File: src/rtl/stl_pkg.sv
`timescale 1ns / 1ps
// ----------------------------------------------------------------------------
// stl_pkg
// Shared types, token codes and keyword tables of the token lexer.
// ----------------------------------------------------------------------------
package stl_pkg;

  localparam int unsigned PositionBitsDefault = 16;
  localparam int unsigned KwCount = 19;
  localparam logic [30:0] NumMax = 31'h7FFF_FFFF;

  typedef enum logic [2:0] {
    M_IDLE  = 3'd0,
    M_IDENT = 3'd1,
    M_INT   = 3'd2,
    M_FRAC  = 3'd3,
    M_STR   = 3'd4,
    M_ESC   = 3'd5,
    M_OP    = 3'd6
  } mode_e;

  localparam logic [5:0] K_BOOLEAN = 6'd17;
  localparam logic [5:0] K_ERROR   = 6'd18;
  localparam logic [5:0] K_IDENT   = 6'd19;
  localparam logic [5:0] K_STRING  = 6'd20;
  localparam logic [5:0] K_NUMBER  = 6'd21;
  localparam logic [5:0] K_ARROW   = 6'd22;
  localparam logic [5:0] K_LBRACE  = 6'd23;
  localparam logic [5:0] K_RBRACE  = 6'd24;
  localparam logic [5:0] K_EOF     = 6'd25;
  localparam logic [5:0] K_LPAREN  = 6'd26;
  localparam logic [5:0] K_RPAREN  = 6'd27;
  localparam logic [5:0] K_LBRACK  = 6'd28;
  localparam logic [5:0] K_RBRACK  = 6'd29;
  localparam logic [5:0] K_COMMA   = 6'd30;
  localparam logic [5:0] K_DOT     = 6'd31;
  localparam logic [5:0] K_SEMI    = 6'd32;
  localparam logic [5:0] K_COLON   = 6'd33;
  localparam logic [5:0] K_PLUS    = 6'd34;
  localparam logic [5:0] K_MINUS   = 6'd35;
  localparam logic [5:0] K_STAR    = 6'd36;
  localparam logic [5:0] K_SLASH   = 6'd37;
  localparam logic [5:0] K_EQ      = 6'd38;
  localparam logic [5:0] K_ASSIGN  = 6'd39;
  localparam logic [5:0] K_NEQ     = 6'd40;
  localparam logic [5:0] K_NOT     = 6'd41;
  localparam logic [5:0] K_LTE     = 6'd42;
  localparam logic [5:0] K_LT      = 6'd43;
  localparam logic [5:0] K_GTE     = 6'd44;
  localparam logic [5:0] K_GT      = 6'd45;
  localparam logic [5:0] K_AND     = 6'd46;
  localparam logic [5:0] K_OR      = 6'd47;

  localparam logic [1:0] ERR_NONE   = 2'd0;
  localparam logic [1:0] ERR_CHAR   = 2'd1;
  localparam logic [1:0] ERR_STRING = 2'd2;

  typedef struct packed {
    logic [5:0]  kind;
    logic [1:0]  err;
    logic [15:0] line;
    logic [15:0] column;
    logic [15:0] length;
    logic [30:0] value;
    logic        point_seen;
    logic        bool_val;
    logic [7:0]  err_byte;
  } token_t;

  function automatic logic [3:0] kw_len(input int unsigned k);
    logic [3:0] r;
    begin
      unique case (k)
        0: r = 4'd4;   1: r = 4'd3;   2: r = 4'd3;   3: r = 4'd5;
        4: r = 4'd5;   5: r = 4'd6;   6: r = 4'd2;   7: r = 4'd4;
        8: r = 4'd3;   9: r = 4'd5;   10: r = 4'd7;  11: r = 4'd6;
        12: r = 4'd6;  13: r = 4'd3;  14: r = 4'd7;  15: r = 4'd9;
        16: r = 4'd8;  17: r = 4'd4;  18: r = 4'd5;
        default: r = 4'd0;
      endcase
      return r;
    end
  endfunction

  function automatic logic [71:0] kw_text(input int unsigned k);
    logic [71:0] r;
    begin
      unique case (k)
        0: r = "with";      1: r = "var";       2: r = "new";
        3: r = "async";     4: r = "await";     5: r = "return";
        6: r = "if";        7: r = "else";      8: r = "for";
        9: r = "while";     10: r = "attempt";  11: r = "rescue";
        12: r = "shared";   13: r = "pub";      14: r = "private";
        15: r = "protected"; 16: r = "internal"; 17: r = "true";
        default: r = "false";
      endcase
      return r;
    end
  endfunction

  // character at position pos of keyword k, zero past its end
  function automatic logic [7:0] kw_char(input int unsigned k, input int unsigned pos);
    logic [71:0] t;
    logic [3:0]  l;
    begin
      t = kw_text(k);
      l = kw_len(k);
      if (pos >= 32'(l)) return 8'd0;
      return t[8*(32'(l)-1-pos) +: 8];
    end
  endfunction

  function automatic token_t tok(input logic [5:0] kind, input logic [1:0] err,
                                 input logic [15:0] line, input logic [15:0] col,
                                 input logic [15:0] len, input logic [30:0] val,
                                 input logic isf, input logic bv,
                                 input logic [7:0] eb);
    token_t t;
    begin
      t.kind = kind; t.err = err; t.line = line; t.column = col;
      t.length = len; t.value = val; t.point_seen = isf; t.bool_val = bv;
      t.err_byte = eb;
      return t;
    end
  endfunction

endpackage

File: src/rtl/stl_scan.sv
`timescale 1ns / 1ps
// ----------------------------------------------------------------------------
// stl_scan
// Scanner state and one-byte step: emits up to two tokens per byte.
// ----------------------------------------------------------------------------
module stl_scan #(
  parameter int unsigned PositionBits = stl_pkg::PositionBitsDefault
) (
  input  logic            clk_i,
  input  logic            rst_ni,
  input  logic            step_i,
  input  logic [7:0]      byte_i,
  input  logic            end_i,
  output logic [1:0]      count_o,
  output stl_pkg::token_t tok0_o,
  output stl_pkg::token_t tok1_o
);
  import stl_pkg::*;

  localparam logic [PositionBits-1:0] PosMax = '1;
  localparam logic [PositionBits-1:0] PosOne = PositionBits'(1);

  mode_e                   mode_q, mode_d;
  logic [KwCount-1:0]      kw_q, kw_d;
  logic [PositionBits-1:0] len_q, len_d, scol_q, scol_d, line_q, line_d;
  logic [PositionBits-1:0] col_q, col_d;
  logic [30:0]             acc_q, acc_d;
  logic [7:0]              op_q, op_d;
  logic                    sq_q, sq_d;

  function automatic logic [15:0] sat(input logic [PositionBits-1:0] v);
    if (PositionBits > 16 && v > PositionBits'(16'hFFFF)) return 16'hFFFF;
    return 16'(v);
  endfunction

  function automatic logic [PositionBits-1:0] inc(input logic [PositionBits-1:0] v);
    return (v != PosMax) ? v + PosOne : v;
  endfunction

  function automatic logic [KwCount-1:0] match(input logic [KwCount-1:0] m,
                                               input logic [PositionBits-1:0] l,
                                               input logic [7:0] b);
    logic [KwCount-1:0] r;
    begin
      r = m;
      for (int k = 0; k < KwCount; k++) begin
        if (l >= PositionBits'(kw_len(k)) || kw_char(k, 32'(l[3:0])) != b) r[k] = 1'b0;
      end
      return r;
    end
  endfunction

  logic       is_alpha, is_digit, is_word;
  logic [5:0] single_k, pair_k;
  logic [34:0] mul10;

  assign is_alpha = (byte_i >= "a" && byte_i <= "z") || (byte_i >= "A" && byte_i <= "Z");
  assign is_digit = byte_i >= "0" && byte_i <= "9";
  assign is_word  = is_alpha || is_digit || byte_i == "_";
  assign mul10    = {4'b0, acc_q} * 35'd10 + 35'(byte_i - "0");

  always_comb begin
    single_k = 6'd0;
    unique case (byte_i)
      "(": single_k = K_LPAREN;  ")": single_k = K_RPAREN;
      "{": single_k = K_LBRACE;  "}": single_k = K_RBRACE;
      "[": single_k = K_LBRACK;  "]": single_k = K_RBRACK;
      ",": single_k = K_COMMA;   ".": single_k = K_DOT;
      ";": single_k = K_SEMI;    ":": single_k = K_COLON;
      "+": single_k = K_PLUS;    "*": single_k = K_STAR;
      "/": single_k = K_SLASH;
      default: single_k = 6'd0;
    endcase
    pair_k = 6'd0;
    if (op_q == "-" && byte_i == ">") pair_k = K_ARROW;
    if (op_q == "=" && byte_i == "=") pair_k = K_EQ;
    if (op_q == "!" && byte_i == "=") pair_k = K_NEQ;
    if (op_q == "<" && byte_i == "=") pair_k = K_LTE;
    if (op_q == ">" && byte_i == "=") pair_k = K_GTE;
    if (op_q == "&" && byte_i == "&") pair_k = K_AND;
    if (op_q == "|" && byte_i == "|") pair_k = K_OR;
  end

  always_comb begin
    token_t ft;
    logic   fl, restart;
    logic [5:0] k;
    logic   bv;
    mode_d = mode_q; kw_d = kw_q; len_d = len_q; scol_d = scol_q;
    line_d = line_q; col_d = col_q; acc_d = acc_q; op_d = op_q; sq_d = sq_q;
    count_o = 2'd0;
    tok0_o = '0;
    tok1_o = '0;
    ft = '0;
    fl = 1'b0;
    restart = 1'b0;
    k = K_IDENT;
    bv = 1'b0;
    // pending token of the current mode
    for (int i = 0; i < KwCount; i++) begin
      if (kw_q[i] && PositionBits'(kw_len(i)) == len_q) begin
        k = (i < 17) ? 6'(i) : K_BOOLEAN;
        bv = (i == 17);
      end
    end
    unique case (mode_q)
      M_IDENT: begin
        fl = 1'b1;
        ft = tok(k, ERR_NONE, sat(line_q), sat(scol_q), sat(len_q), '0, 1'b0, bv, 8'd0);
      end
      M_INT, M_FRAC: begin
        fl = 1'b1;
        ft = tok(K_NUMBER, ERR_NONE, sat(line_q), sat(scol_q), sat(len_q), acc_q,
                 mode_q == M_FRAC, 1'b0, 8'd0);
      end
      M_OP: begin
        fl = 1'b1;
        unique case (op_q)
          "-": ft = tok(K_MINUS, ERR_NONE, sat(line_q), sat(scol_q), 16'd1, '0, 1'b0, 1'b0, 8'd0);
          "=": ft = tok(K_ASSIGN, ERR_NONE, sat(line_q), sat(scol_q), 16'd1, '0, 1'b0, 1'b0, 8'd0);
          "!": ft = tok(K_NOT, ERR_NONE, sat(line_q), sat(scol_q), 16'd1, '0, 1'b0, 1'b0, 8'd0);
          "<": ft = tok(K_LT, ERR_NONE, sat(line_q), sat(scol_q), 16'd1, '0, 1'b0, 1'b0, 8'd0);
          ">": ft = tok(K_GT, ERR_NONE, sat(line_q), sat(scol_q), 16'd1, '0, 1'b0, 1'b0, 8'd0);
          default: ft = tok(K_ERROR, ERR_CHAR, sat(line_q), sat(scol_q), 16'd1, '0, 1'b0, 1'b0, op_q);
        endcase
      end
      M_STR, M_ESC: begin
        fl = 1'b1;
        ft = tok(K_ERROR, ERR_STRING, sat(line_q), sat(scol_q), sat(len_q), '0, 1'b0, 1'b0, 8'd0);
      end
      default: fl = 1'b0;
    endcase

    if (end_i || byte_i == 8'd0) begin
      token_t eof;
      eof = tok(K_EOF, ERR_NONE, sat(line_q), sat(col_q > PosOne ? col_q - PosOne : PosOne),
                16'd0, '0, 1'b0, 1'b0, 8'd0);
      if (fl) begin
        tok0_o = ft; tok1_o = eof; count_o = 2'd2;
      end else begin
        tok0_o = eof; count_o = 2'd1;
      end
      mode_d = M_IDLE; kw_d = '1; len_d = '0; scol_d = PosOne; line_d = PosOne;
      col_d = PosOne; acc_d = '0; op_d = 8'd0; sq_d = 1'b0;
    end else begin
      unique case (mode_q)
        M_IDENT: begin
          if (is_word) begin
            kw_d = match(kw_q, len_q, byte_i);
            len_d = inc(len_q); col_d = inc(col_q);
          end else begin
            tok0_o = ft; count_o = 2'd1; restart = 1'b1;
          end
        end
        M_INT, M_FRAC: begin
          if (is_digit || (byte_i == "." && mode_q == M_INT)) begin
            if (byte_i == ".") mode_d = M_FRAC;
            else if (mode_q == M_INT) acc_d = (mul10 > 35'(NumMax)) ? NumMax : mul10[30:0];
            len_d = inc(len_q); col_d = inc(col_q);
          end else begin
            tok0_o = ft; count_o = 2'd1; restart = 1'b1;
          end
        end
        M_STR: begin
          col_d = inc(col_q);
          if (byte_i == (sq_q ? 8'h27 : 8'h22)) begin
            tok0_o = tok(K_STRING, ERR_NONE, sat(line_q), sat(scol_q), sat(len_q), '0,
                         1'b0, 1'b0, 8'd0);
            count_o = 2'd1; mode_d = M_IDLE;
          end else begin
            if (byte_i == "\\") mode_d = M_ESC;
            len_d = inc(len_q);
          end
        end
        M_ESC: begin
          col_d = inc(col_q); len_d = inc(len_q); mode_d = M_STR;
        end
        M_OP: begin
          if (pair_k != 6'd0) begin
            col_d = inc(col_q);
            tok0_o = tok(pair_k, ERR_NONE, sat(line_q), sat(scol_q), 16'd2, '0, 1'b0, 1'b0, 8'd0);
            count_o = 2'd1; mode_d = M_IDLE; op_d = 8'd0;
          end else begin
            tok0_o = ft; count_o = 2'd1; restart = 1'b1;
          end
        end
        default: restart = 1'b1;
      endcase

      if (restart) begin
        token_t st;
        logic   emit;
        mode_d = M_IDLE;
        if (mode_q == M_OP) op_d = 8'd0;
        emit = 1'b0;
        st = '0;
        if (byte_i == " " || byte_i == 8'h09 || byte_i == 8'h0D) begin
          col_d = inc(col_q);
        end else if (byte_i == 8'h0A) begin
          line_d = inc(line_q); col_d = PosOne;
        end else begin
          scol_d = col_q; col_d = inc(col_q);
          if (is_alpha || byte_i == "_") begin
            mode_d = M_IDENT; kw_d = match('1, '0, byte_i); len_d = PosOne;
          end else if (is_digit) begin
            mode_d = M_INT; len_d = PosOne; acc_d = 31'(byte_i - "0");
          end else if (byte_i == 8'h22 || byte_i == 8'h27) begin
            mode_d = M_STR; sq_d = (byte_i == 8'h27); len_d = '0;
          end else if (byte_i == "-" || byte_i == "=" || byte_i == "!" || byte_i == "<" ||
                       byte_i == ">" || byte_i == "&" || byte_i == "|") begin
            mode_d = M_OP; op_d = byte_i;
          end else begin
            emit = 1'b1;
            if (single_k != 6'd0)
              st = tok(single_k, ERR_NONE, sat(line_q), sat(col_q), 16'd1, '0, 1'b0, 1'b0, 8'd0);
            else
              st = tok(K_ERROR, ERR_CHAR, sat(line_q), sat(col_q), 16'd1, '0, 1'b0, 1'b0, byte_i);
          end
        end
        if (emit) begin
          if (count_o == 2'd1) begin
            tok1_o = st; count_o = 2'd2;
          end else begin
            tok0_o = st; count_o = 2'd1;
          end
        end
      end
    end
  end

  always_ff @(posedge clk_i or negedge rst_ni) begin
    if (!rst_ni) begin
      mode_q <= M_IDLE; kw_q <= '1; len_q <= '0; scol_q <= PosOne; line_q <= PosOne;
      col_q <= PosOne; acc_q <= '0; op_q <= 8'd0; sq_q <= 1'b0;
    end else if (step_i) begin
      mode_q <= mode_d; kw_q <= kw_d; len_q <= len_d; scol_q <= scol_d; line_q <= line_d;
      col_q <= col_d; acc_q <= acc_d; op_q <= op_d; sq_q <= sq_d;
    end
  end

endmodule

File: src/rtl/stl_outq.sv
`timescale 1ns / 1ps
// ----------------------------------------------------------------------------
// stl_outq
// Four-entry token queue between the scanner and the output channel.
// ----------------------------------------------------------------------------
module stl_outq (
  input  logic            clk_i,
  input  logic            rst_ni,
  input  logic [1:0]      count_i,
  input  stl_pkg::token_t tok0_i,
  input  stl_pkg::token_t tok1_i,
  output logic            room_o,
  output logic            valid_o,
  input  logic            stall_i,
  output stl_pkg::token_t tok_o,
  output logic            last_o
);
  import stl_pkg::*;

  token_t     mem_q [4];
  logic       last_q [4];
  logic [1:0] wp_q, rp_q;
  logic [2:0] cnt_q;
  logic       pop;

  assign valid_o = cnt_q != 3'd0;
  assign pop     = valid_o && !stall_i;
  // staged tokens still count against the free slots
  assign room_o  = (cnt_q + 3'(count_i)) <= 3'd2;
  assign tok_o   = mem_q[rp_q];
  assign last_o  = last_q[rp_q];

  always_ff @(posedge clk_i) begin
    if (count_i != 2'd0) begin
      mem_q[wp_q]  <= tok0_i;
      last_q[wp_q] <= count_i == 2'd1;
    end
    if (count_i == 2'd2) begin
      mem_q[wp_q + 2'd1]  <= tok1_i;
      last_q[wp_q + 2'd1] <= 1'b1;
    end
  end

  always_ff @(posedge clk_i or negedge rst_ni) begin
    if (!rst_ni) begin
      wp_q <= '0; rp_q <= '0; cnt_q <= '0;
    end else begin
      wp_q  <= wp_q + count_i;
      rp_q  <= rp_q + 2'(pop);
      cnt_q <= cnt_q + 3'(count_i) - 3'(pop);
    end
  end

endmodule

File: src/rtl/source_token_lexer.sv
`timescale 1ns / 1ps
// ----------------------------------------------------------------------------
// source_token_lexer
// Streaming lexer: one source byte per request, tokens out.
// ----------------------------------------------------------------------------
//  channel | signals                              | dir
//  in      | in_valid_i in_stall_o byte/end       | request in
//  out     | out_valid_o out_stall_i token fields | tokens out
// One byte per cycle while in_stall_o is low; scanner state updates on the accept edge.
// Tokens pass a staging register, then enter a four-entry queue; 0 to 2 per byte.
// A token passes the staging register and the queue before it is offered.
// Input stalls while queued plus staged tokens exceed two.
// Reset returns to line 1, column 1, idle between tokens.
module source_token_lexer #(
  parameter int unsigned PositionBits = stl_pkg::PositionBitsDefault
) (
  input  logic        clk_i,
  input  logic        rst_ni,
  input  logic        in_valid_i,
  output logic        in_stall_o,
  input  logic [7:0]  byte_value_i,
  input  logic        end_of_input_i,
  output logic        out_valid_o,
  input  logic        out_stall_i,
  output logic [5:0]  token_kind_o,
  output logic [1:0]  error_kind_o,
  output logic [15:0] token_line_o,
  output logic [15:0] token_column_o,
  output logic [15:0] token_length_o,
  output logic [30:0] number_value_o,
  output logic        number_has_point_o,
  output logic        truth_value_o,
  output logic [7:0]  error_byte_o,
  output logic        last_of_run_o
);
  import stl_pkg::*;

  logic       step, room;
  logic [1:0] cnt, cnt_q;
  token_t     t0, t1, t0_q, t1_q, tq;

  assign in_stall_o = !room;
  assign step = in_valid_i && !in_stall_o;

  stl_scan #(.PositionBits(PositionBits)) u_scan (
    .clk_i, .rst_ni, .step_i(step), .byte_i(byte_value_i), .end_i(end_of_input_i),
    .count_o(cnt), .tok0_o(t0), .tok1_o(t1)
  );

  always_ff @(posedge clk_i) begin
    t0_q <= t0;
    t1_q <= t1;
  end

  always_ff @(posedge clk_i or negedge rst_ni) begin
    if (!rst_ni) cnt_q <= '0;
    else cnt_q <= step ? cnt : 2'd0;
  end

  stl_outq u_q (
    .clk_i, .rst_ni, .count_i(cnt_q), .tok0_i(t0_q), .tok1_i(t1_q),
    .room_o(room), .valid_o(out_valid_o), .stall_i(out_stall_i),
    .tok_o(tq), .last_o(last_of_run_o)
  );

  assign token_kind_o       = tq.kind;
  assign error_kind_o       = tq.err;
  assign token_line_o       = tq.line;
  assign token_column_o     = tq.column;
  assign token_length_o     = tq.length;
  assign number_value_o     = tq.value;
  assign number_has_point_o = tq.point_seen;
  assign truth_value_o      = tq.bool_val;
  assign error_byte_o       = tq.err_byte;

  assert property (@(posedge clk_i) disable iff (!rst_ni)
    cnt_q != 2'd3) else $error("bad token count");
  assert property (@(posedge clk_i) disable iff (!rst_ni)
    out_valid_o && token_kind_o == K_EOF |-> last_of_run_o) else $error("EOF not last");
  assert property (@(posedge clk_i) disable iff (!rst_ni)
    out_valid_o && token_kind_o == K_ERROR |-> error_kind_o != ERR_NONE)
    else $error("error token without kind");

endmodule
File: config.mk
export PLATFORM = sky130hd
export DESIGN_NAME = source_token_lexer
export DESIGN_NICKNAME = d
export VERILOG_FILES = /design/src/rtl/stl_pkg.sv /design/src/rtl/stl_scan.sv /design/src/rtl/stl_outq.sv /design/src/rtl/source_token_lexer.sv
export SDC_FILE = /design/constraint.sdc
export NUM_CORES = 1
export LEC_CHECK = 0
export BUFFER_PORTS_ARGS = -buffer_cell sky130_fd_sc_hd__buf_2
export CORE_ASPECT_RATIO = 1.4
export CORE_MARGIN = 4
export CORE_UTILIZATION = 40
export DETAILED_ROUTE_END_ITERATION = 10
export MAX_ROUTING_LAYER = met4
export PLACE_DENSITY_LB_ADDON = 0.15
export REMOVE_ABC_BUFFERS = 1
export SETUP_SLACK_MARGIN = 0.1
export SLEW_MARGIN = 20
export SYNTH_ARGS = -nofsm -noshare
export SYNTH_HDL_FRONTEND = slang
export SYNTH_HIERARCHICAL = 1
export SYNTH_SLANG_ARGS = --single-unit
File: constraint.sdc
create_clock -name clk_i -period 11.75 [get_ports clk_i]
set_input_delay 0.5875 -clock clk_i [delete_from_list [all_inputs] [get_ports clk_i]]
set_output_delay 0.5875 -clock clk_i [all_outputs]
set_load 0.02 [all_outputs]
* Yosys cells after proc, flatten, opt, wreduce, memory -nomap -nowiden
Memory sizes are Yosys's and may differ from the RTL's. Cells that the tools add are included.
Word-level totals: register bits after elaboration 329, bits in writable memories 392, input bits 13, output and inout port bits 100, word-level logic and storage cells 1062, memories kept 2
Operators by class: add/subtract/negate cells 36, $mul 1, magnitude comparators 41, equality and inequality tests 103, shift-type cells 38, multiplexer cells 704, reductions and logical operators 106
Memory list:
- u_q.mem_q | depth 4, bits a word 97, read ports 1, clocked after memory_dff 0, wr ports 2, RTL line stl_outq.sv:20 | token_t mem_q [4];
- u_q.last_q | depth 4, bits a word 1, read ports 1, clocked after memory_dff 0, wr ports 2, RTL line stl_outq.sv:21 | logic last_q [4];
Operators by type and width (number):
- 2-to-1 mux 72 bit | 152
- variable part select 72 x 33 -> 8 bit | 38
- 2-to-1 mux 97 bit | 19
- 2-to-1 mux 8 bit | 217
- one-hot mux 97 bit (4 select lines) | 2
- one-hot mux 97 bit (5 select lines) | 1
- 2-to-1 mux 16 bit | 29
- 2-to-1 mux 31 bit | 11
- inequality test 8 bit | 38
- 2-to-1 mux 4 bit | 64
- subtractor 29 x 4 -> 29 bit | 8
- equality test 8 x 6 -> 1 bit (second input constant) | 24
- 2-to-1 mux 96 bit | 2
- 2-to-1 mux 1 bit | 147
- 2-to-1 mux 19 bit | 7
- >= comparator 16 x 4 -> 1 bit | 8
- one-hot mux 16 bit (4 select lines) | 2
- 2-to-1 mux 5 bit | 20
- subtractor 4 x 1 -> 5 bit (second input constant) | 16
- one-hot mux 6 bit (13 select lines) | 1
- equality test 3 x 16 -> 1 bit (first input constant) | 4
- equality test 8 x 7 -> 1 bit (second input constant) | 8
- >= comparator 1 x 4 -> 1 bit (first input constant) | 16
- logical OR 1 bit | 53
- other kinds (50) | 142

* Longest topological paths before layout
Gate-level depths: netlist (run 1).
depth in word-level cells 36, depth in mapped cells 23, gate-level depth less buffers 21

* Modules after synthesis
Netlist (run 1), hierarchy kept.
Modules (own cells, without submodules):
- stl_outq | instances 1, cells an instance 1000, area an instance 19244.7 µm², seq. area each 11906.4 µm²
- stl_scan | instances 1, cells an instance 2261, area an instance 16460.8 µm², seq. area each 3180.6 µm²
- source_token_lexer | instances 1, cells an instance 200, area an instance 3957.5 µm², seq. area each 3933.8 µm²

* Least setup slack after synthesis (run 1)
OpenSTA, ideal clock, no wires.
path type flip-flop to flip-flop, start reg u_q.wp_q[0], end mem u_q/mem_q[0][0] (netlist bit) (enable), library setup time 0.695 ns, arrival time 7.748 ns, required time 11.055 ns, setup slack 3.307 ns, stages on the path, launching flop included 3, path buffers 1, period minus slack after synthesis 8.443 ns, cells stage by stage dfrtp_1 > buf_2 > o31ai_1
RTL lines:
- start, declared | RTL line stl_outq.sv:22 | logic [1:0] wp_q, rp_q;
- start signal, assigned | RTL line stl_outq.sv:48 | wp_q <= wp_q + count_i;
- end, declared | RTL line stl_outq.sv:20

* Final worst setup path (run 1)
start reg u_scan.acc_q[1], end reg u_scan.acc_q[14]
Between the ends: cells in the longest elaborated chain, start to end 14
Ends and longest elaborated chain:
- start, declared | RTL line stl_scan.sv:27 | logic [30:0] acc_q, acc_d;
- start signal, assigned | RTL line stl_scan.sv:234 | col_q <= PosOne; acc_q <= '0; op_q <= 8'd0; sq_q <= 1'b0;
- start signal, assigned | RTL line stl_scan.sv:237 | col_q <= col_d; acc_q <= acc_d; op_q <= op_d; sq_q <= sq_d;
- multiplier 31 x 3 -> 34 bit (*) | RTL line stl_scan.sv:60 | assign mul10 = {4'b0, acc_q} * 35'd10 + 35'(byte_i - "0");
- adder 35 bit (*) | RTL line stl_scan.sv:60
- > comparator 35 x 31 -> 1 bit | RTL line stl_scan.sv:158 | else if (mode_q == M_INT) acc_d = (mul10 > 35'(NumMax)) ? NumMax : mul10[30:0];
- 2-to-1 mux 31 bit (*) (2 in series) | RTL line stl_scan.sv:158
- 2-to-1 mux 31 bit (*) | RTL line stl_scan.sv:157 | if (byte_i == ".") mode_d = M_FRAC;
- 2-to-1 mux 31 bit (*) | RTL line stl_scan.sv:156 | if (is_digit || (byte_i == "." && mode_q == M_INT)) begin
- 2-to-1 mux 31 bit (*) | RTL line stl_scan.sv:146 | unique case (mode_q)
- 2-to-1 mux 31 bit | RTL line stl_scan.sv:205 | end else if (is_digit) begin
- 2-to-1 mux 31 bit | RTL line stl_scan.sv:203 | if (is_alpha || byte_i == "_") begin
- 2-to-1 mux 31 bit | RTL line stl_scan.sv:199 | end else if (byte_i == 8'h0A) begin
- 2-to-1 mux 31 bit | RTL line stl_scan.sv:197 | if (byte_i == " " || byte_i == 8'h09 || byte_i == 8'h0D) begin
- 2-to-1 mux 31 bit (*) | RTL line stl_scan.sv:190 | if (restart) begin
- 2-to-1 mux 31 bit (*) | RTL line stl_scan.sv:134 | if (end_i || byte_i == 8'd0) begin
Mark *: on every way between the ends. The rest lies on a longest branch, timed or not. A chain may end at the register's enable or synchronous reset.

==> impl_metrics.ini, run 1 <==
[run_status]
status = completed

[clock_network]
cts-htree-levels = 3
cts_hold_buffers = 0
clk_pin_slew_ns = 0.06
cts_resized = 0
clockBufferDepth = 3
cts-root-buf = clkbuf_16
cts_made_buffers = 73
clk_latency_ns = 0.65
postCtsSetupRepairBufs = 0
clock_sinks = 721
cts_tree = built

[worst_setup_path]
path_cells = ha_1 -> ha_1 -> fa_1 -> a211oi_1 -> o21ai_0 -> nor3b_1 -> a211o_1 -> and2_1 -> o21ai_0 -> nand2b_1 -> xor2_1 -> ha_1 -> o21a_1 -> a21oi_1 -> o21ai_0 -> a31oi_1 -> o41ai_2 -> a41o_1 -> xor2_1 -> nor3_2 -> buf_4 -> a41oi_1
worstSetupStartpointType = flop
crit_path_start = u_scan/acc_q[1]$_DFFE_PN0P_
crit_fanout = 12
end_kind = flop
cp_num_buf_inv = 1
max_stage_delay_ns = 0.49
critPathSlowestCell = fa_1
path_class = reg2reg
cp.arrival_ns = 6.44
regToRegStartpoint = u_scan/acc_q[1]$_DFFE_PN0P_
worst-endpoint-required_ns = 12.23
critical-path-top-delay-family = compound AO/OA/AOI/OAI gates

[worst_hold_path]
hp-class = in2async

[floorplan]
die_x_um = 274
die_y_um = 381
die-area_um2 = 104000
fp-row-count = 136
core-area_um2 = 98400
ios = 113
start_util = 0.403

[finish]
final_cell_mix = edfxtp_1, mux2_2, nand2_1, nor2_1, dfxtp_1
final_core_util = 0.443
nNetsFinal = 3615
seqCellArea_um2 = 19000
layout-drive-gt1-share = 0.230
multiInputGateArea_um2 = 19300
area_growth_pct = 9.85
fill_cells = 9351
antennaDiodeCount = 0
final_common_cell = edfxtp_1

[placement]
gp_congestion = 0.951
hpwlAfterDp_um = 74800
port_buffers = 112

[grt]
globalRouteMet3Util = 0.0216
first_global_vias = 28520
grt.overflow.total = 0
grt_pass1_wl_um = 174000
top_usage_layer = met2
use_met2 = 0.390
grt_start_max_net_pins = 81
grt_util_all_layers = 0.220
grt_antenna_before_repair = 1
grt_use_met1 = 0.260

[timing]
final_hold_viol_count = 0
fin_tns_setup_ns = 0
fin_crit_ns = 5.97
max-slew-margin-rel = 0.259
tightest_slew_ns = 1.10
fin_skew_ns = 0.0271
setup_viol = 0
fmax_mhz = 168
fin_crit_sh = 0.508
drv_slew = 0
grt_setup_unrepaired = no

[routing]
vias_per_cell = 5.78
drc = 0
drt_iter0_drc = 1794
wl_um = 114000
wl_per_cell_um = 23.5
drt-pass1-iter-count = 5
antenna_left = 0
vias = 28018

[synth]
synth_top_cell_area_share = 0.294
dominantRegCellSynth = edfxtp_1
netlist_area_um2 = 39700
synth_edf_count = 388
synth_seq_cells = 721
ys_seq_area_frac = 0.480
synth_area_leader_cell = edfxtp_1
yosysWarningCount = 6
synth-async-reset-ratio = 0.187
syn_area_per_cell_um2 = 11.5
synth_cell_types = 107
ys_top_cells_by_area = edfxtp_1, dfxtp_1, mux2_2
synthCells = 3461

[power_and_ir_drop]
leakage_nw = 17.0
ir_worst_vdd_mv = 0.107
power_density_nw_per_um2 = 231

[job]
maxCapViolCount = 0
==> synthesized netlist by cell type (40+ instances only) <==
cell type and count:
xnor2_1 71, o21ai_1 54, clkbuf_1 136, dfrtp_1 113, nor3_1 77, nor2b_1 57
a21oi_1 164, mux4_2 98, dfxtp_1 198, nor2_1 204, edfxtp_1 388, ha_1 126
and2_1 65, buf_2 59, nand3_1 84, a22o_1 40, o21ai_0 129, inv_1 58
nand2_1 206, a31oi_1 53, mux2_2 352, buf_4 58
==> state kept, by name, summed over array words and instances (netlist names), 2 cells and up <==
signal / cells
cnt_q: 2
t0_q: 97
t1_q: 97
u_q/cnt_q: 3
u_q/last_q: 4
u_q/mem_q: 388
u_q/rp_q: 2
u_q/wp_q: 2
u_scan/acc_q: 31
u_scan/col_q: 16
u_scan/kw_q: 19
u_scan/len_q: 16
u_scan/line_q: 16
u_scan/mode_q: 3
u_scan/op_q: 8
u_scan/scol_q: 16
==> cell families after synthesis <==
| family | after synthesis | share of synthesized area |
|---|---|---|
| AND/OR/NAND/NOR | 898 | 0.115 |
| adder cells (fa/ha/maj) | 129 | 0.0413 |
| flip-flops | 721 | 0.480 |
| multiplexers | 493 | 0.168 |
| AO/OA/AOI/OAI | 771 | 0.131 |
| buffers and inverters | 341 | 0.0409 |
| other | 1 | 0.0000945 |
| XOR/XNOR | 107 | 0.0240 |
==> power by group <==
part	switching, W	leakage, nW	internal (W)
clock network	0.00102	1.17	0.00133
registers	0.000369	7.02	0.00329
logic	0.00254	8.82	0.00153
==> layout make-up <==
class                           count  share of cell area
Clock buffer                      102              0.0473
Clock inverter                     34             0.00787
Timing Repair Buffer              166              0.0223
Inverter                           64             0.00551
Sequential cell                   721               0.437
Tap cell                         1311              0.0376
Multi-Input combinational cell   2447               0.443
==> per-stage QoR <==
stage	area [µm²]	hold WS [ns]	instances	setup slack [ns]	power [W]
CTS	43600	0.0219	4845	5.83	0.0102
global placement	41200	0.448	4709	5.86	0.00781
floorplan	38500	0.292	3232	3.35	0.00647
detailed placement	41200	0.456	4709	5.86	0.00782
global route	43600	0.0630	4845	5.37	0.0107
finish	43600	0.00766	4845	5.78	0.0101
==> layer usage <==
metal | wire length [µm] | vias up | share of wire
li1 | - | 13074 | -
met1 | 46600 | 13968 | 0.41
met2 | 59000 | 749 | 0.52
met3 | 4290 | 227 | 0.038
met4 | 3760 | 0 | 0.033
met5 | 0 | - | 0
==> path summary, 6_finish.rpt <==
| path | endpoint | slack [ns] | cells past startpoint |
|---|---|---|---|
| max in group asynchronous | u_scan/scol_q[14]$_DFFE_PN0P_ | 10.36 | 2 |
| max reg2reg | u_scan/acc_q[14]$_DFFE_PN0P_ | 5.78 | 22 |
| min reg2reg | u_q/last_q[3]$_DFF_P_ | 0.46 | 2 |
| min | u_q/wp_q[1]$_DFF_PN0_ | 0.008 | 1 |
| max | u_scan/acc_q[14]$_DFFE_PN0P_ | 5.78 | 22 |
| min in group clk_i | cnt_q[0]$_DFF_PN0_ | 0.23 | 2 |
Note: power is estimated with default switching activity, not from simulation.
==> run 2, diff against run 1 <==
--- a/config.mk
+++ b/config.mk
@@ -5,6 +5,7 @@
 export SDC_FILE = /design/constraint.sdc
 export NUM_CORES = 1
 export LEC_CHECK = 0
+export ABC_AREA = 1
 export BUFFER_PORTS_ARGS = -buffer_cell sky130_fd_sc_hd__buf_2
 export CORE_ASPECT_RATIO = 1.4
 export CORE_MARGIN = 4
==> constraint.sdc (replaced) <==
create_clock -name clk_i -period 4.9 [get_ports clk_i]
set_input_delay 0.245 -clock clk_i [delete_from_list [all_inputs] [get_ports clk_i]]
set_output_delay 0.245 -clock clk_i [all_outputs]
set_load 0.02 [all_outputs]
==> run 2 against run 1 <==
Net effect:
- the flow now finishes with violations (setup timing)
- critical path depth rose by 10
- first-iteration DRC count up 50%
- combinational power grew to 3.5 times the previous value
- power rose to 2.9 times the previous value
- die area increased by 5.0%
- cell count up 42%
- count of clock-buffer cells in the layout fell by 4
- cell area rose by 9.4%
- worst hold slack improved by 0.056 ns
- synthesized area is 5.2% higher
- critical path type unchanged
- critical endpoint is now u_scan/acc_q[9]$_DFFE_PN0P_
==> impl_metrics.ini, run 2 <==
[timing]
setup_viol = 31
fin_crit_sh = 1.05
final_hold_viol_count = 0
max-slew-margin-rel = 0.341
fin_skew_ns = 0.0309
drv_slew = 0
grt_setup_unrepaired = yes
worst_slack_ns = -0.264
tightest_slew_ns = 0.988
fmax_mhz = 194
fin_crit_ns = 5.16

[synth]
synth_seq_cells = 721
yosysWarningCount = 6
ys_top_cells_by_area = edfxtp_1, nand2_1, dfxtp_1
netlist_area_um2 = 41700
synthCells = 5304
synthTopCellsByCount = nand2_1, inv_1, o21ai_0, edfxtp_1, nor2_1
syn_area_per_cell_um2 = 7.86
dominantRegCellSynth = edfxtp_1
synth_top_cell_area_share = 0.279
synth_edf_count = 388
yosys.cell_count.top_type = nand2_1
ys_seq_area_frac = 0.456
synth-async-reset-ratio = 0.187
synth_cell_types = 77
synth_area_leader_cell = edfxtp_1

[clock_network]
clockBufferDepth = 3
clock_sinks = 721
cts-root-buf = clkbuf_16
clk_pin_slew_ns = 0.07
clk_latency_ns = 0.66
cts_made_buffers = 72
cts-htree-levels = 3
cts_tree = built

[placement]
dpl_cell_area_um2 = 44600
port_buffers = 112
pre_cts_slack_ns = -0.694
gp_congestion = 0.947
hpwlAfterDp_um = 89200

[run_status]
status = finished, violations left
violations = setup timing

[worst_setup_path]
crit_top_cell = nand2_1
cp.arrival_ns = 5.69
critPathSlowestCell = dfrtp_2
crit_fanout = 5
end_kind = flop
worstSetupStartpointType = flop
critical-path-top-delay-family = simple AND/OR/NAND/NOR gates
cp_num_buf_inv = 6
path_class = reg2reg
worst-endpoint-required_ns = 5.42
max_stage_delay_ns = 0.46

[worst_hold_path]
hp-class = in2reg

[power_and_ir_drop]
leakage_nw = 21.0
ir_worst_vdd_mv = 0.319
power_density_nw_per_um2 = 607

[routing]
drt-pass1-iter-count = 6
vias_per_cell = 5.31
drc = 0
drt_iter0_drc = 2695
wl_per_cell_um = 19.4
wl_um = 134000
antenna_left = 0
vias = 36592

[floorplan]
ios = 113
start_util = 0.404
die_x_um = 281
die-area_um2 = 110000
fp-row-count = 139
die_y_um = 390
core-area_um2 = 103000

[grt]
grt_start_max_net_pins = 140
grt_antenna_before_repair = 5
first_global_vias = 35921
grt_pass1_wl_um = 207000
grt.overflow.total = 0
grt_util_all_layers = 0.249

[finish]
antennaDiodeCount = 0
final_cell_mix = nand2_1, inv_1, edfxtp_1, o21ai_0, nor2_1
final_common_cell = nand2_1
final_core_util = 0.462
fill_cells = 10184
final_area_um2 = 47700
nNetsFinal = 5632
largest_reg_flops = 388
layout-drive-gt1-share = 0.125
biggestRegsByFlops = u_q/mem_q: 388 flops, t0_q: 97 flops, t1_q: 97 flops
largest_register = u_q/mem_q
area_growth_pct = 14.3

[job]
maxCapViolCount = 0
[run 2: final timing paths]
check	start	endpoint	slack [ns]	cells after the start
hold reg to reg	u_q/last_q[2]$_DFF_P_	u_q/last_q[2]$_DFF_P_	0.46	2
setup reg to reg	u_scan/acc_q[3]$_DFFE_PN0P_	u_scan/acc_q[9]$_DFFE_PN0P_	-0.26	32
hold / removal	end_of_input_i	u_scan/mode_q[1]$_DFFE_PN0P_	0.06	4
setup / recovery	u_scan/acc_q[3]$_DFFE_PN0P_	u_scan/acc_q[9]$_DFFE_PN0P_	-0.26	32
min in group asynchronous	rst_ni	u_scan/acc_q[8]$_DFFE_PN0P_	0.28	3
max in group asynchronous	rst_ni	u_scan/acc_q[19]$_DFFE_PN0P_	3.60	3
[run 2: per-stage QoR]
stage / instances / TNS [ns] / power (W) / hold slack (ns)
after global routing: 6889 / -16.76 / 0.0309 / 0.0673
after floorplan: 5054 / -337.29 / 0.0174 / -0.0506
after CTS: 6885 / -6.54 / 0.0290 / 0.00991
after global placement: 6732 / -17.58 / 0.0227 / 0.0953
final: 6889 / -6.66 / 0.0289 / 0.0637
after detailed placement: 6732 / -19.16 / 0.0229 / 0.0949
[run 2: kinds of logic (layout without fill, tap and decap cells)]
family	after synthesis	after routing	synth area share
DFF	721	721	0.456
other	1	49	0.0000899
AOI/OAI and AO/OA	1089	1089	0.159
and+or+nand+nor	2299	2299	0.226
buffers and inverters	952	1150	0.0957
xor gates and xnor gates	113	113	0.0237
adders and majority gates	129	129	0.0392
[run 2: report_power, final]
group	leakage, nW	internal (W)	switching, W
Sequential	6.99	0.00800	0.000968
Combinational	12.9	0.00464	0.00963
Clock	1.16	0.00322	0.00247
Total	21.0	0.0159	0.0131
[run 2: routing by layer]
| layer | track usage | vias up | routed length (µm) |
|---|---|---|---|
| met5 | - | - | 0 |
| met4 | 0.0840 | 0 | 4080 |
| met3 | 0.0220 | 233 | 6220 |
| met2 | 0.443 | 1042 | 68200 |
| met1 | 0.296 | 17408 | 55300 |
| li1 | - | 17909 | - |
[run 2: final cells by class]
type / instances / area [µm²] / area share
multi-input cells: 3679 / 19400 / 0.407
well taps: 1339 / 1680 / 0.0352
repair buffers: 362 / 2670 / 0.0560
clock buffers: 98 / 2000 / 0.0420
inverters: 654 / 2470 / 0.0518
clock inverters: 36 / 394 / 0.00827
flip-flops and latches: 721 / 19000 / 0.399
[run 2: tightest hold or removal path, delay by kind of cell]
family / cells / cell delay (ns)
buffers and inverters: 1 / 0.16
AO/OA/AOI/OAI: 1 / 0.07
AND/OR/NAND/NOR: 2 / 0.20
[run 2: repair_timing]
item / CTS / global route
hold buffers: 4 / 0
resized for setup: 66 / 52
pin swaps: 14 / 53
gates cloned: 2 / 0
hold endpoints to repair: 116 / 0
endpoints found under the setup margin: 31 / 31
buffers inserted: 13 / 7
